--- src/frs_pkg.sv ---
// Shared constants, types and position codes for the framed packet receiver.
// No dependencies; every other file in src imports this package.
`timescale 1ns / 1ps

package frs_pkg;

    // Frame buffer depth and the widths that follow from it.
    localparam int BUF_DEPTH = 64;
    localparam int ADDR_W    = $clog2(BUF_DEPTH);
    localparam int TOT_W     = 9;

    localparam logic [TOT_W-1:0] FRAME_OVERHEAD = TOT_W'(6);
    localparam logic [TOT_W-1:0] DEPTH_TOT      = TOT_W'(BUF_DEPTH);
    localparam logic [7:0]       MARKER_RESET   = 8'hFF;

    // Byte positions inside a frame with a fixed meaning.
    localparam logic [ADDR_W-1:0] POS_MARK0 = ADDR_W'(0);
    localparam logic [ADDR_W-1:0] POS_MARK1 = ADDR_W'(1);
    localparam logic [ADDR_W-1:0] POS_ID    = ADDR_W'(2);
    localparam logic [ADDR_W-1:0] POS_LEN   = ADDR_W'(3);

    // Input beat kinds carried in tuser.
    localparam logic ACT_RX   = 1'b0;
    localparam logic ACT_READ = 1'b1;

    typedef logic [ADDR_W-1:0] t_addr;

    typedef struct packed {
        logic  we;
        t_addr addr;
        logic [7:0] data;
    } t_store_wr;

    typedef struct packed {
        logic  re;
        t_addr addr;
    } t_store_rd;

    typedef struct packed {
        logic read_en;
        logic read_ok;
        logic frame_end;
        logic frame_good;
        logic frame_ready;
    } t_result;

endpackage

--- src/frs_store.sv ---
// Frame byte buffer: one write port, one read port with registered data.
// Depends on frs_pkg.
`timescale 1ns / 1ps

module frs_store (
    input  logic               i_clk,
    input  frs_pkg::t_store_wr i_wr,
    input  frs_pkg::t_store_rd i_rd,
    output logic [7:0]         o_rd_data
);
    import frs_pkg::*;

    logic [7:0] r_mem [BUF_DEPTH];
    logic [7:0] r_rd_data;

    always_ff @(posedge i_clk) begin
        if (i_wr.we) begin
            r_mem[i_wr.addr] <= i_wr.data;
        end
    end

    always_ff @(posedge i_clk) begin
        if (i_rd.re) begin
            r_rd_data <= r_mem[i_rd.addr];
        end
    end

    assign o_rd_data = r_rd_data;

endmodule

--- src/frs_ctrl.sv ---
// Frame tracking state: position, expected length, running checksum, ready flag.
// Drives the buffer ports and the per-beat result flags. Depends on frs_pkg.
`timescale 1ns / 1ps

module frs_ctrl (
    input  logic               i_clk,
    input  logic               i_rst_n,
    input  logic               i_cfg_we,
    input  logic [7:0]         i_cfg_wdata,
    input  logic               i_accept,
    input  logic               i_action,
    input  logic [7:0]         i_rx_byte,
    input  logic [5:0]         i_read_offset,
    output frs_pkg::t_store_wr o_wr,
    output frs_pkg::t_store_rd o_rd,
    output frs_pkg::t_result   o_res
);
    import frs_pkg::*;

    logic [7:0]       r_marker;
    t_addr            r_pos,   n_pos;
    logic [TOT_W-1:0] r_exp,   n_exp;
    logic [15:0]      r_sum,   n_sum;
    logic             r_ready, n_ready;
    logic [7:0]       r_prev;
    logic [7:0]       r_len;

    logic             frame_end;
    logic             frame_good;
    logic [TOT_W-1:0] pos_w;
    logic [TOT_W-1:0] pos_inc;
    logic [TOT_W-1:0] rd_idx;
    logic [TOT_W-1:0] rd_total;
    logic             rd_hit;

    always_ff @(posedge i_clk) begin
        if (!i_rst_n) begin
            r_marker <= MARKER_RESET;
        end else if (i_cfg_we) begin
            r_marker <= i_cfg_wdata;
        end
    end

    always_ff @(posedge i_clk) begin
        if (!i_rst_n) begin
            r_pos   <= '0;
            r_exp   <= '0;
            r_sum   <= '0;
            r_ready <= 1'b0;
        end else begin
            r_pos   <= n_pos;
            r_exp   <= n_exp;
            r_sum   <= n_sum;
            r_ready <= n_ready;
        end
    end

    // The previous byte is the checksum high byte when a frame closes, and the
    // length byte mirrors buffer entry three so reads need only one port.
    always_ff @(posedge i_clk) begin
        if (i_accept && i_action == ACT_RX) begin
            r_prev <= i_rx_byte;
            if (r_pos == POS_LEN) begin
                r_len <= i_rx_byte;
            end
        end
    end

    assign pos_w = TOT_W'(r_pos);

    always_comb begin
        n_pos      = r_pos;
        n_exp      = r_exp;
        n_sum      = r_sum;
        n_ready    = r_ready;
        frame_end  = 1'b0;
        frame_good = 1'b0;
        pos_inc    = pos_w + TOT_W'(1);

        if (i_accept && i_action == ACT_RX) begin
            n_ready = 1'b0;
            if (r_pos == POS_MARK0) begin
                if (i_rx_byte == r_marker) begin
                    n_exp = FRAME_OVERHEAD;
                end
            end else if (r_pos == POS_MARK1) begin
                if (i_rx_byte != r_marker) begin
                    n_exp = '0;
                    n_pos = '0;
                end
            end else if (r_pos == POS_LEN) begin
                n_exp = r_exp + TOT_W'(i_rx_byte);
                if (n_exp > DEPTH_TOT) begin
                    n_exp = '0;
                    n_pos = '0;
                end
            end

            if (n_exp != '0) begin
                if (r_pos == POS_ID) begin
                    n_sum = 16'(i_rx_byte);
                end else if (r_pos > POS_ID && (pos_w + TOT_W'(2)) < n_exp) begin
                    n_sum = r_sum + 16'(i_rx_byte);
                end

                if (pos_inc == n_exp) begin
                    frame_end = 1'b1;
                    if ({r_prev, i_rx_byte} == n_sum) begin
                        frame_good = 1'b1;
                        n_ready    = 1'b1;
                    end
                    n_exp = '0;
                    n_pos = '0;
                end else begin
                    n_pos = pos_inc[ADDR_W-1:0];
                end
            end
        end
    end

    assign rd_idx   = TOT_W'(i_read_offset) + TOT_W'(2);
    assign rd_total = TOT_W'(r_len) + FRAME_OVERHEAD;
    assign rd_hit   = r_ready && (rd_idx < rd_total) && (rd_idx < DEPTH_TOT);

    assign o_wr.we   = i_accept && i_action == ACT_RX;
    assign o_wr.addr = r_pos;
    assign o_wr.data = i_rx_byte;

    assign o_rd.re   = i_accept && i_action == ACT_READ && rd_hit;
    assign o_rd.addr = rd_idx[ADDR_W-1:0];

    always_comb begin
        o_res = '0;
        if (i_action == ACT_READ) begin
            o_res.read_en     = rd_hit;
            o_res.read_ok     = r_ready;
            o_res.frame_ready = r_ready;
        end else begin
            o_res.frame_end   = frame_end;
            o_res.frame_good  = frame_good;
            o_res.frame_ready = n_ready;
        end
    end

endmodule

--- src/frame_receiver_sum16_check_top.sv ---
// Top level of the marker-framed packet receiver with a 16-bit additive checksum.
// Depends on frs_pkg, frs_store and frs_ctrl.
`timescale 1ns / 1ps

// The block takes one beat per clock unless the output stalls, and returns
// exactly one result beat for each, from its output register. A receive beat
// (tuser low) feeds one byte of the link: the block hunts for two marker bytes,
// then stores the id, the length byte, the payload and a big-endian checksum in
// its frame buffer, summing id, length and payload as the bytes arrive. The
// result flags a completed frame and whether its checksum matched; a good frame
// raises the ready flag, and any later received byte lowers it again. A frame
// whose total length (length plus six) exceeds the buffer depth is dropped at
// the length byte. A read beat (tuser high) returns the stored byte at the given
// offset from the id byte, zero when it lies beyond the frame, and read_ok shows
// whether a validated frame is present. The rate of one beat per cycle rests on
// the update of position and checksum from each accepted byte and on the
// registered buffer read data being covered by one pipeline stage ahead of the
// output register. The marker byte resets to 0xFF and should be changed only
// while no beat is in flight.
module frame_receiver_sum16_check_top (
    input  logic        i_clk,
    input  logic        i_rst_n,

    input  logic        i_cfg_we,
    input  logic [7:0]  i_cfg_wdata,      // marker_byte

    input  logic        s_axis_tvalid,
    output logic        s_axis_tready,
    input  logic [15:0] s_axis_tdata,     // rx_byte[7:0], read_offset[13:8], zero
    input  logic        s_axis_tuser,     // action

    output logic        m_axis_tvalid,
    input  logic        m_axis_tready,
    output logic [15:0] m_axis_tdata      // read_data[7:0], read_ok, frame_end,
                                          // frame_good, frame_ready, zero
);
    import frs_pkg::*;

    logic       accept;
    logic       s1_go;
    t_store_wr  wr;
    t_store_rd  rd;
    t_result    res;
    logic [7:0] rd_data;

    logic        r_s1_valid;
    t_result     r_s1_res;
    logic        r_out_valid;
    logic [15:0] r_out_tdata;

    // Stage one advances whenever the output register is empty or being drained.
    // The buffer read data is held while stage one waits because the read port
    // is enabled only when a beat is accepted.
    assign s1_go         = !r_out_valid || m_axis_tready;
    assign s_axis_tready = !r_s1_valid || s1_go;
    assign accept        = s_axis_tvalid && s_axis_tready;

    frs_ctrl u_ctrl (
        .i_clk         (i_clk),
        .i_rst_n       (i_rst_n),
        .i_cfg_we      (i_cfg_we),
        .i_cfg_wdata   (i_cfg_wdata),
        .i_accept      (accept),
        .i_action      (s_axis_tuser),
        .i_rx_byte     (s_axis_tdata[7:0]),
        .i_read_offset (s_axis_tdata[13:8]),
        .o_wr          (wr),
        .o_rd          (rd),
        .o_res         (res)
    );

    frs_store u_store (
        .i_clk     (i_clk),
        .i_wr      (wr),
        .i_rd      (rd),
        .o_rd_data (rd_data)
    );

    always_ff @(posedge i_clk) begin
        if (!i_rst_n) begin
            r_s1_valid  <= 1'b0;
            r_out_valid <= 1'b0;
        end else begin
            if (accept) begin
                r_s1_valid <= 1'b1;
            end else if (s1_go) begin
                r_s1_valid <= 1'b0;
            end
            if (s1_go) begin
                r_out_valid <= r_s1_valid;
            end
        end
    end

    // Payload registers carry no reset.
    always_ff @(posedge i_clk) begin
        if (accept) begin
            r_s1_res <= res;
        end
        if (s1_go && r_s1_valid) begin
            r_out_tdata <= {4'b0000,
                            r_s1_res.frame_ready,
                            r_s1_res.frame_good,
                            r_s1_res.frame_end,
                            r_s1_res.read_ok,
                            r_s1_res.read_en ? rd_data : 8'h00};
        end
    end

    assign m_axis_tvalid = r_out_valid;
    assign m_axis_tdata  = r_out_tdata;

endmodule
--- config.mk ---
export PLATFORM = sky130hd
export DESIGN_NAME = frame_receiver_sum16_check_top
export DESIGN_NICKNAME = d
export VERILOG_FILES = /design/src/frs_pkg.sv /design/src/frs_store.sv /design/src/frs_ctrl.sv /design/src/frame_receiver_sum16_check_top.sv
export SDC_FILE = /design/constraint.sdc
export NUM_CORES = 1
export LEC_CHECK = 0
export BUFFER_PORTS_ARGS = -buffer_cell sky130_fd_sc_hd__buf_2
export CAP_MARGIN = 0
export CORE_MARGIN = 3
export CORE_UTILIZATION = 50
export DETAILED_ROUTE_END_ITERATION = 12
export PLACE_DENSITY = 0.76
export REMOVE_ABC_BUFFERS = 1
export SLEW_MARGIN = 30
export SYNTH_ARGS = -nofsm -noshare
export SYNTH_HDL_FRONTEND = slang
export SYNTH_HIERARCHICAL = 1
export SYNTH_SLANG_ARGS = --single-unit
--- constraint.sdc ---
create_clock -name i_clk -period 6 [get_ports i_clk]
set_clock_uncertainty 0.1 [all_clocks]
set_input_delay 0.9 -clock i_clk [delete_from_list [all_inputs] [get_ports i_clk]]
set_output_delay 0.9 -clock i_clk [all_outputs]
set_load 0.01 [all_outputs]
**After elaboration in Yosys (flattened, before gate mapping)**

Memory sizes are Yosys's and may differ from the RTL's. A register that Yosys moved wholly into a read port is not among the register bits.
Cells that the tools add are included.

- RAM bits: 512
- Register bits: 75
- Memories kept: 1
- Word-level logic and storage cells: 92

- Bitwise logic cells: 3
- Magnitude comparators: 5
- Mux-type cells: 30
- Add/sub/neg operators: 6
- Equal/unequal tests: 9
- Reductions and logical operators: 22

Memory list:

| memory | words | width | read ports | clocked after memory_dff | wr ports | line | text |
|---|---|---|---|---|---|---|---|
| u_store.r_mem | 64 | 8 | 1 | 1 | 1 | frs_store.sv:13 | `logic [7:0] r_mem [BUF_DEPTH];` |

Operator list:

| kind | count |
|---|---|
| 2-to-1 mux 9 bit | 9 |
| 2-to-1 mux 16 bit | 4 |
| 2-to-1 mux 6 bit | 7 |
| < comparator 9 bit | 2 |
| adder 16 x 8 -> 16 bit | 1 |
| == test 16 bit | 1 |
| adder 6 x 2 -> 7 bit (second input constant) | 2 |
| == test 6 x 2 -> 1 bit (second input constant) | 2 |
| 2-to-1 mux 1 bit | 10 |
| adder 8 x 3 -> 9 bit (second input constant) | 1 |
| adder 9 x 8 -> 9 bit | 1 |
| == test 9 bit | 1 |
| greater-than comparator 9 x 7 -> 1 bit (second input constant) | 1 |
| < comparator 9 x 7 -> 1 bit (second input constant) | 1 |
| nonzero test 9 bit | 1 |
| == test 8 bit | 1 |
| logical AND 1 bit | 8 |
| != test 8 bit | 1 |
| adder 6 x 1 -> 7 bit (second input constant) | 1 |
| == test 6 x 1 -> 1 bit (second input constant) | 1 |
| greater-than comparator 6 x 2 -> 1 bit (second input constant) | 1 |
| logical NOT 6 bit | 1 |
| nonzero test 3 bit | 2 |
| AND reduction 5 bit | 1 |
| 9 further kinds | 14 |

**Logic depth before layout (Yosys ltp)**

Gate-level depths: netlist of the first run.

- Depth after elaboration: 19
- Gate-level depth with buffers: 22
- Mapped depth without buffers: 21

**Cells and area by module**

The synthesis of the first run kept the hierarchy.

Modules (own cells, without submodules):

| module | cells each | instances | sequential area each (um2) | area an instance (um2) |
|---|---|---|---|---|
| frs_store | 940 | 1 | 15,615.0 | 20,246.9 |
| frs_ctrl | 623 | 1 | 1,281.2 | 5,167.5 |
| frame_receiver_sum16_check_top | 39 | 1 | 550.5 | 688.2 |

**Worst setup path after synthesis of the first run**

OpenSTA, ideal clock, no wires.

- Path kind: input port to flip-flop
- Start: in s_axis_tdata[0]
- End: reg r_s1_res[0] (netlist name) (data pin)
- Library setup time: 0.169 ns
- Stages: 20
- Data arrival time: 5.657 ns
- Slack: 0.074 ns
- Cells stage by stage: ha_1 inv_1 fa_1 nand2b_1 a21oi_1 xor2_1 or4_1 or4_4 and2_1 ha_1 nor3_1 nand3_1 a21oi_1 clkbuf_1 o21ai_1 xor2_1 o22ai_1 or4_1 or4_1 o31ai_1

RTL lines:

| element | line | text |
|---|---|---|
| start: declaration | frame_receiver_sum16_check_top.sv:29 | `input logic [15:0] s_axis_tdata,` |
| end signal: assignment | frame_receiver_sum16_check_top.sv:98 | `r_s1_res <= res;` |
| end: declaration | frame_receiver_sum16_check_top.sv:47 | `t_result r_s1_res;` |

==> results of run 1 <==
## power by group through the flow
stage | registers, mW | logic [mW] | clock network [mW]
floorplan | 4.64 | 0.288 | 0
global placement | 4.64 | 0.525 | 0
detailed placement | 4.64 | 0.536 | 0
CTS | 4.55 | 0.543 | 3.72
global route | 4.55 | 0.583 | 3.88
finish | 4.55 | 0.549 | 3.66
## registers in the layout, indices dropped and copies added (netlist names)
signal	flops
u_ctrl/r_exp	9
u_ctrl/r_pos	6
u_ctrl/r_prev	8
m_axis_tdata	12
m_axis_tvalid	1
u_store/o_rd_data	8
u_store/r_mem	512
u_ctrl/r_marker	8
r_s1_res	5
r_s1_valid	1
u_ctrl/r_len	8
u_ctrl/r_ready	1
u_ctrl/r_sum	16
## routing by layer
| metal | vias up | share of wire, % | GRT usage [%] |
|---|---|---|---|
| met5 | - | 0 | 0 |
| met4 | 0 | 3.0 | 6.94 |
| met3 | 134 | 9.5 | 4.50 |
| met2 | 858 | 47 | 36.7 |
| met1 | 7846 | 40 | 33.7 |
| li1 | 6664 | - | - |
## per-stage QoR
step | setup WS [ps] | setup TNS [ps] | area [um2] | hold slack [ps]
after floorplan | -143 | -222 | 25600 | 300
after global placement | -510 | -1040 | 27600 | 304
after detailed placement | -544 | -1090 | 27600 | 313
after CTS | 60.7 | 0 | 29500 | 331
after global routing | -5.67 | -5.67 | 29600 | 351
final | 193 | 0 | 29600 | 333
## path summary, 6_finish.rpt
kind / end / slack [ps] / cells after the start
min reg2reg: m_axis_tdata[9] / 330 / 0
min: m_axis_tdata[9] / 330 / 0
max reg2reg: r_s1_res[0] / 280 / 21
max: r_s1_res[0] / 190 / 22
## logic make-up (layout without fill, tap and decap cells)
group,Yosys count,after routing,synth area share (%)
XOR/XNOR,38,38,1.28
flip-flops,595,595,66.8
AO/OA/AOI/OAI,240,240,6.87
adder cells (fa/ha/maj),38,38,1.88
AND/OR/NAND/NOR,392,392,7.56
multiplexers,185,185,13.2
other,1,5,0.0144
buffers and inverters,113,292,2.35
## cell type report
type	instances	area [um2]	share of cell area [%]
repair buffers	155	1080	3.66
clock inverters	42	428	1.44
inverters	27	104	0.350
well taps	680	851	2.87
clock buffers	68	1520	5.13
multi-input cells	897	8200	27.7
diodes	1	2.50	0.00844
flip-flops and latches	595	17400	58.9
## what timing repair did
item,in CTS,in global routing
endpoints found under the setup margin,0,2
setup buffers,0,2
gates resized for setup,0,24
## layout by cell type (no fill, tap or decap), drive strengths merged, types with 26 or more instances in the layout
cell type,n
a21oi,30
mux4,126
mux2i,43
nand2,84
clkinv,29
o21ai,43
edfxtp,553
dfxtp,42
buf,153
inv,29
and2,26
nor2,124
nand3,31
clkbuf,70
ha,36
nor2b,26
==> reports/results.ini, run 1 <==
[layout]
fillCellCount = 3830
instances_no_fill = 2465
post-route-util_pct = 57.5
areaGrowthSynthToFinish_pct = 13.6
drive_above_1_share_pct = 24.9
nets = 1802

[grt]
grt-ovfl-total = 0
antenna_found_initial = 2
gr-usage-all-layers_pct = 23.4
grt_pass1_vias = 15400
grt_pass1_wl_um = 96000
grt_max_degree = 70

[detailed_routing]
antenna_left = 0
viasPerCell = 6.29
wl_um = 63800
dr_total_vias = 15500
first_iter_violations = 1780
drc_errors = 0
firstDrtPassIters = 8
post_drt_wl_per_cell_um = 25.9

[yosys]
synth.most_common_cell = edfxtp_1
netlist_instances = 1602
avgSynthCellArea_um2 = 16.3
yosys.area.top_type = edfxtp_1
synth.cell_area_um2 = 26100
yosys_warnings = 6
yosys-top-cells-area = edfxtp_1, mux4_2, dfxtp_1
ys_ff_latch = 595
synth_top_area_share_pct = 63.6
yosysUniqueCellTypes = 90
synth_common_cells = edfxtp_1, mux4_2, nor2_1
synth_flop_cell = edfxtp_1
async_reset_ff_share_pct = 0
seq_area_frac_synth_pct = 66.8
synth_edf_count = 553

[floorplan]
core_um2 = 51500
initial_utilization_pct = 50.7
die_area_um2 = 55000
placementRows = 83
dieWidth_um = 234
die_y_um = 234
boundaryPins = 48

[power_and_ir_drop]
leakage_nw = 9.88
switchingPower_mw = 1.92
pwr-share-comb_pct = 6.3
power_density_nw_per_um2 = 296
total_power_mw = 8.76
ir_worst_vdd_uv = 227
internal-power_mw = 6.85
clockPowerShare_pct = 41.8
swShare_pct = 21.9
seq_power_share_pct = 51.9

[placement]
portBuffers = 41
dp.cells = 2352
hpwlAfterDp_um = 39800
place_congestion = 0.938

[worst_setup_path]
critical-path-top-delay-family = simple AND/OR/NAND/NOR gates
crit_chain = buf_2 -> ha_4 -> inv_1 -> fa_1 -> nand2b_1 -> a21oi_2 -> xor2_1 -> or4_1 -> or4_4 -> and2_1 -> ha_1 -> nor3_1 -> nand3_1 -> a21oi_1 -> buf_4 -> buf_4 -> o21ai_2 -> mux2i_2 -> and2_1 -> or4_1 -> or4_4 -> o31ai_2
crit_path_start_kind = input port
reg2reg_from = u_ctrl/r_exp[0]
critical_path_class = in -> reg
critical_path_required_ps = 6340
timing.critical_path.buf_inv = 4
worst_ep_arrival_time_ps = 6140
end_kind = flip-flop
slowest_delay_ps = 530
crit_start = s_axis_tdata[0]
slowest_stage = or4_1
cp_max_fo = 8

[cts]
clk_pin_slew_ps = 60
cts_tree = built
cts.sinks = 595
h-tree-depth = 2
clockBufferDepth = 3
cts_made_buffers = 58
holdBufCountCts = 0
clk_latency_ps = 610
cts_root_buf = clkbuf_16

[sta]
min_period_ps = 5810
slew_viol_final = 0
worst_pin_slew_ps = 983
max_slew_margin_pct = 34.2
setup_viol = 0
fmax_mhz = 172
finalCritPeriodShare_pct = 96.8
hold_viol = 0

[status]
status = complete, no violations

[hold_path]
hold_class = reg -> reg
hp-start = r_s1_res[2]

[flow_run]
cap_violations = 0

No activity file was read; power rests on OpenSTA's default activity.
==> run 2: changes to the inputs <==
- ABC_AREA: not set -> 1
==> reports/results.ini, run 2 <==
[status]
status = complete, no violations

[yosys]
synth_flop_cell = edfxtp_1
seq_area_frac_synth_pct = 64.0  ; -2.9 points
yosys-top-cells-area = edfxtp_1, nand2_1, nand3_1
synth_common_cells = nand2_1, edfxtp_1, nand3_1
yosys.area.top_type = edfxtp_1
netlist_instances = 2637  ; +65%
synth.cell_area_um2 = 27300  ; +4.5%
async_reset_ff_share_pct = 0  ; unchanged
yosysUniqueCellTypes = 51  ; -43%
synth_edf_count = 553  ; unchanged
ys_ff_latch = 595  ; unchanged
synth_top_area_share_pct = 60.9  ; -2.7 points
avgSynthCellArea_um2 = 10.3  ; -37%
yosys_warnings = 6  ; unchanged
synth.most_common_cell = nand2_1

[placement]
place_congestion = 0.892  ; -4.9%
dp.cells = 3257  ; +38%
hpwlAfterDp_um = 40000  ; +0.40%
portBuffers = 41  ; unchanged
place_area_um2 = 27600  ; +0.26%

[worst_setup_path]
critical_path_class = in -> reg
end_kind = flip-flop
crit_path_start_kind = input port
slowest_stage = buf_4
critical_path_required_ps = 6270  ; -70 ps
slowest_delay_ps = 480  ; -50 ps
cp_max_fo = 42  ; +34
worst_ep_arrival_time_ps = 5170  ; -970 ps
cp_common_cell = nand2_1
rrSetupSlack_ps = 1150  ; +870 ps

[layout]
areaGrowthSynthToFinish_pct = 8.52
regMostFlops = u_store/r_mem
post-route-util_pct = 55.6  ; -2.0 points
fillCellCount = 4453  ; +16%
final_common_cell = nand2_1
nets = 2698  ; +50%
instances_no_fill = 3363  ; +36%
final_area_um2 = 29600  ; -0.13%
largest_reg_flops = 512  ; unchanged
drive_above_1_share_pct = 8.30  ; -17 points
final_cell_mix = nand2_1, edfxtp_1, nand3_1

[power_and_ir_drop]
ir_worst_vdd_uv = 256  ; +13%
power_density_nw_per_um2 = 310  ; +4.9%
leakage_nw = 11.3  ; +15%

[sta]
setup_viol = 0  ; unchanged
slew_viol_final = 0  ; unchanged
min_period_ps = 4890  ; -913 ps
tns_ps = 0  ; unchanged
finalCritPeriodShare_pct = 81.6  ; -15 points
fmax_mhz = 204  ; +19%
worst_pin_slew_ps = 920  ; -62.8 ps
rsz0062_at_grt = false
hold_viol = 0  ; unchanged
whs_ps = 327  ; -5.50 ps
max_slew_margin_pct = 38.6  ; +4.4 points

[grt]
gr-usage-all-layers_pct = 23.0  ; -0.38 points
grt_max_degree = 151  ; +120%
grt-ovfl-total = 0  ; unchanged
grt_pass1_wl_um = 102000  ; +6.4%
grt_pass1_vias = 18400  ; +20%
antenna_found_initial = 2  ; unchanged

[cts]
cts_resized = 0  ; unchanged
cts.sinks = 595  ; unchanged
clockBufferDepth = 3  ; unchanged
clk_pin_slew_ps = 60  ; about the same
cts_made_buffers = 57  ; -1.7%
postCtsSetupBuffers = 0  ; unchanged
cts_tree = built
cts_root_buf = clkbuf_16
h-tree-depth = 2  ; unchanged
holdBufCountCts = 0  ; unchanged
clk_latency_ps = 610  ; about the same

[floorplan]
initial_utilization_pct = 51.2  ; +0.52 points
boundaryPins = 48  ; unchanged
core_um2 = 53300  ; +3.4%
die_y_um = 240  ; +2.2%
dieWidth_um = 240  ; +2.2%
placementRows = 84  ; +1.2%
die_area_um2 = 57400  ; +4.4%

[detailed_routing]
first_iter_violations = 1784  ; +0.22%
viasPerCell = 5.72  ; -9.0%
dr_total_vias = 19200  ; +24%
firstDrtPassIters = 8  ; unchanged
antenna_left = 0  ; unchanged
drc_errors = 0  ; unchanged
post_drt_wl_per_cell_um = 19.6  ; -24%
wl_um = 66000  ; +3.5%

[flow_run]
cap_violations = 0  ; unchanged

[hold_path]
hold_class = reg -> reg

## run 2: changes by cell type after synthesis, sizes merged, moves of 43 or more
| cell | previous run | this run |
|---|---|---|
| buf | 52 | 119 |
| nand2 | 84 | 878 |
| inv | 27 | 133 |
| mux2i | 43 | 0 |
| mux4 | 126 | 0 |
| nand3 | 31 | 521 |
## run 2: stage by stage
stage	setup WS (ps)	power, mW
finish	1110	9.18
detailed placement	454	5.59
floorplan	-131	5.25
global placement	564	5.57
CTS	1090	9.21
global route	585	9.51
## run 2: worst paths after layout
path | from | endpoint | depth (start not counted)
worst max-delay path | s_axis_tdata[1] | r_s1_res[1] | 34
worst min-delay path | r_s1_res[3] | m_axis_tdata[8] | 0
worst max register to register | u_ctrl/r_exp[0] | r_s1_res[1] | 36
worst min register to register | r_s1_res[3] | m_axis_tdata[8] | 0
## run 2: layer usage
| layer | part of all wire [%] | track usage (%) | vias up |
|---|---|---|---|
| met2 | 47 | 37.5 | 844 |
| met3 | 8.4 | 4.19 | 144 |
| met5 | 0 | 0 | - |
| met1 | 41 | 31.1 | 9215 |
| li1 | - | - | 9046 |
| met4 | 3.4 | 8.54 | 0 |
## run 2: area by class of cell
cell class	count	area [um2]	share of cell area, %
Tap cell	688	861	2.91
Clock inverter	41	433	1.46
Clock buffer	62	1470	4.95
Inverter	135	533	1.80
Sequential cell	595	17400	58.9
Multi-Input combinational cell	1769	8390	28.3
Antenna cell	1	2.50	0.00845
Timing Repair Buffer	72	473	1.60
## run 2: cells by family (layout without fill, tap and decap cells)
group / Yosys count / count (layout) / synth area share [%]
AND/OR/NAND/NOR: 1585 / 1585 / 25.5
flip-flops: 595 / 595 / 64.0
buffers and inverters: 276 / 310 / 5.58
other: 1 / 5 / 0.0137
AO/OA/AOI/OAI: 113 / 113 / 2.27
XOR/XNOR: 29 / 29 / 0.931
adder cells (fa/ha/maj): 38 / 38 / 1.80
## run 2: power by group
group	internal (mW)	switching [mW]
sequential	4.57	0.0309
combinational	0.262	0.664
clock	2.11	1.54
## run 2: worst max-delay path: cells and delay by family
kind | cells | cell delay [ps]
compound gates | 2 | 220
xor+xnor | 1 | 170
fa+ha+maj | 1 | 320
buf+inv | 5 | 1210
simple gates | 25 | 2360
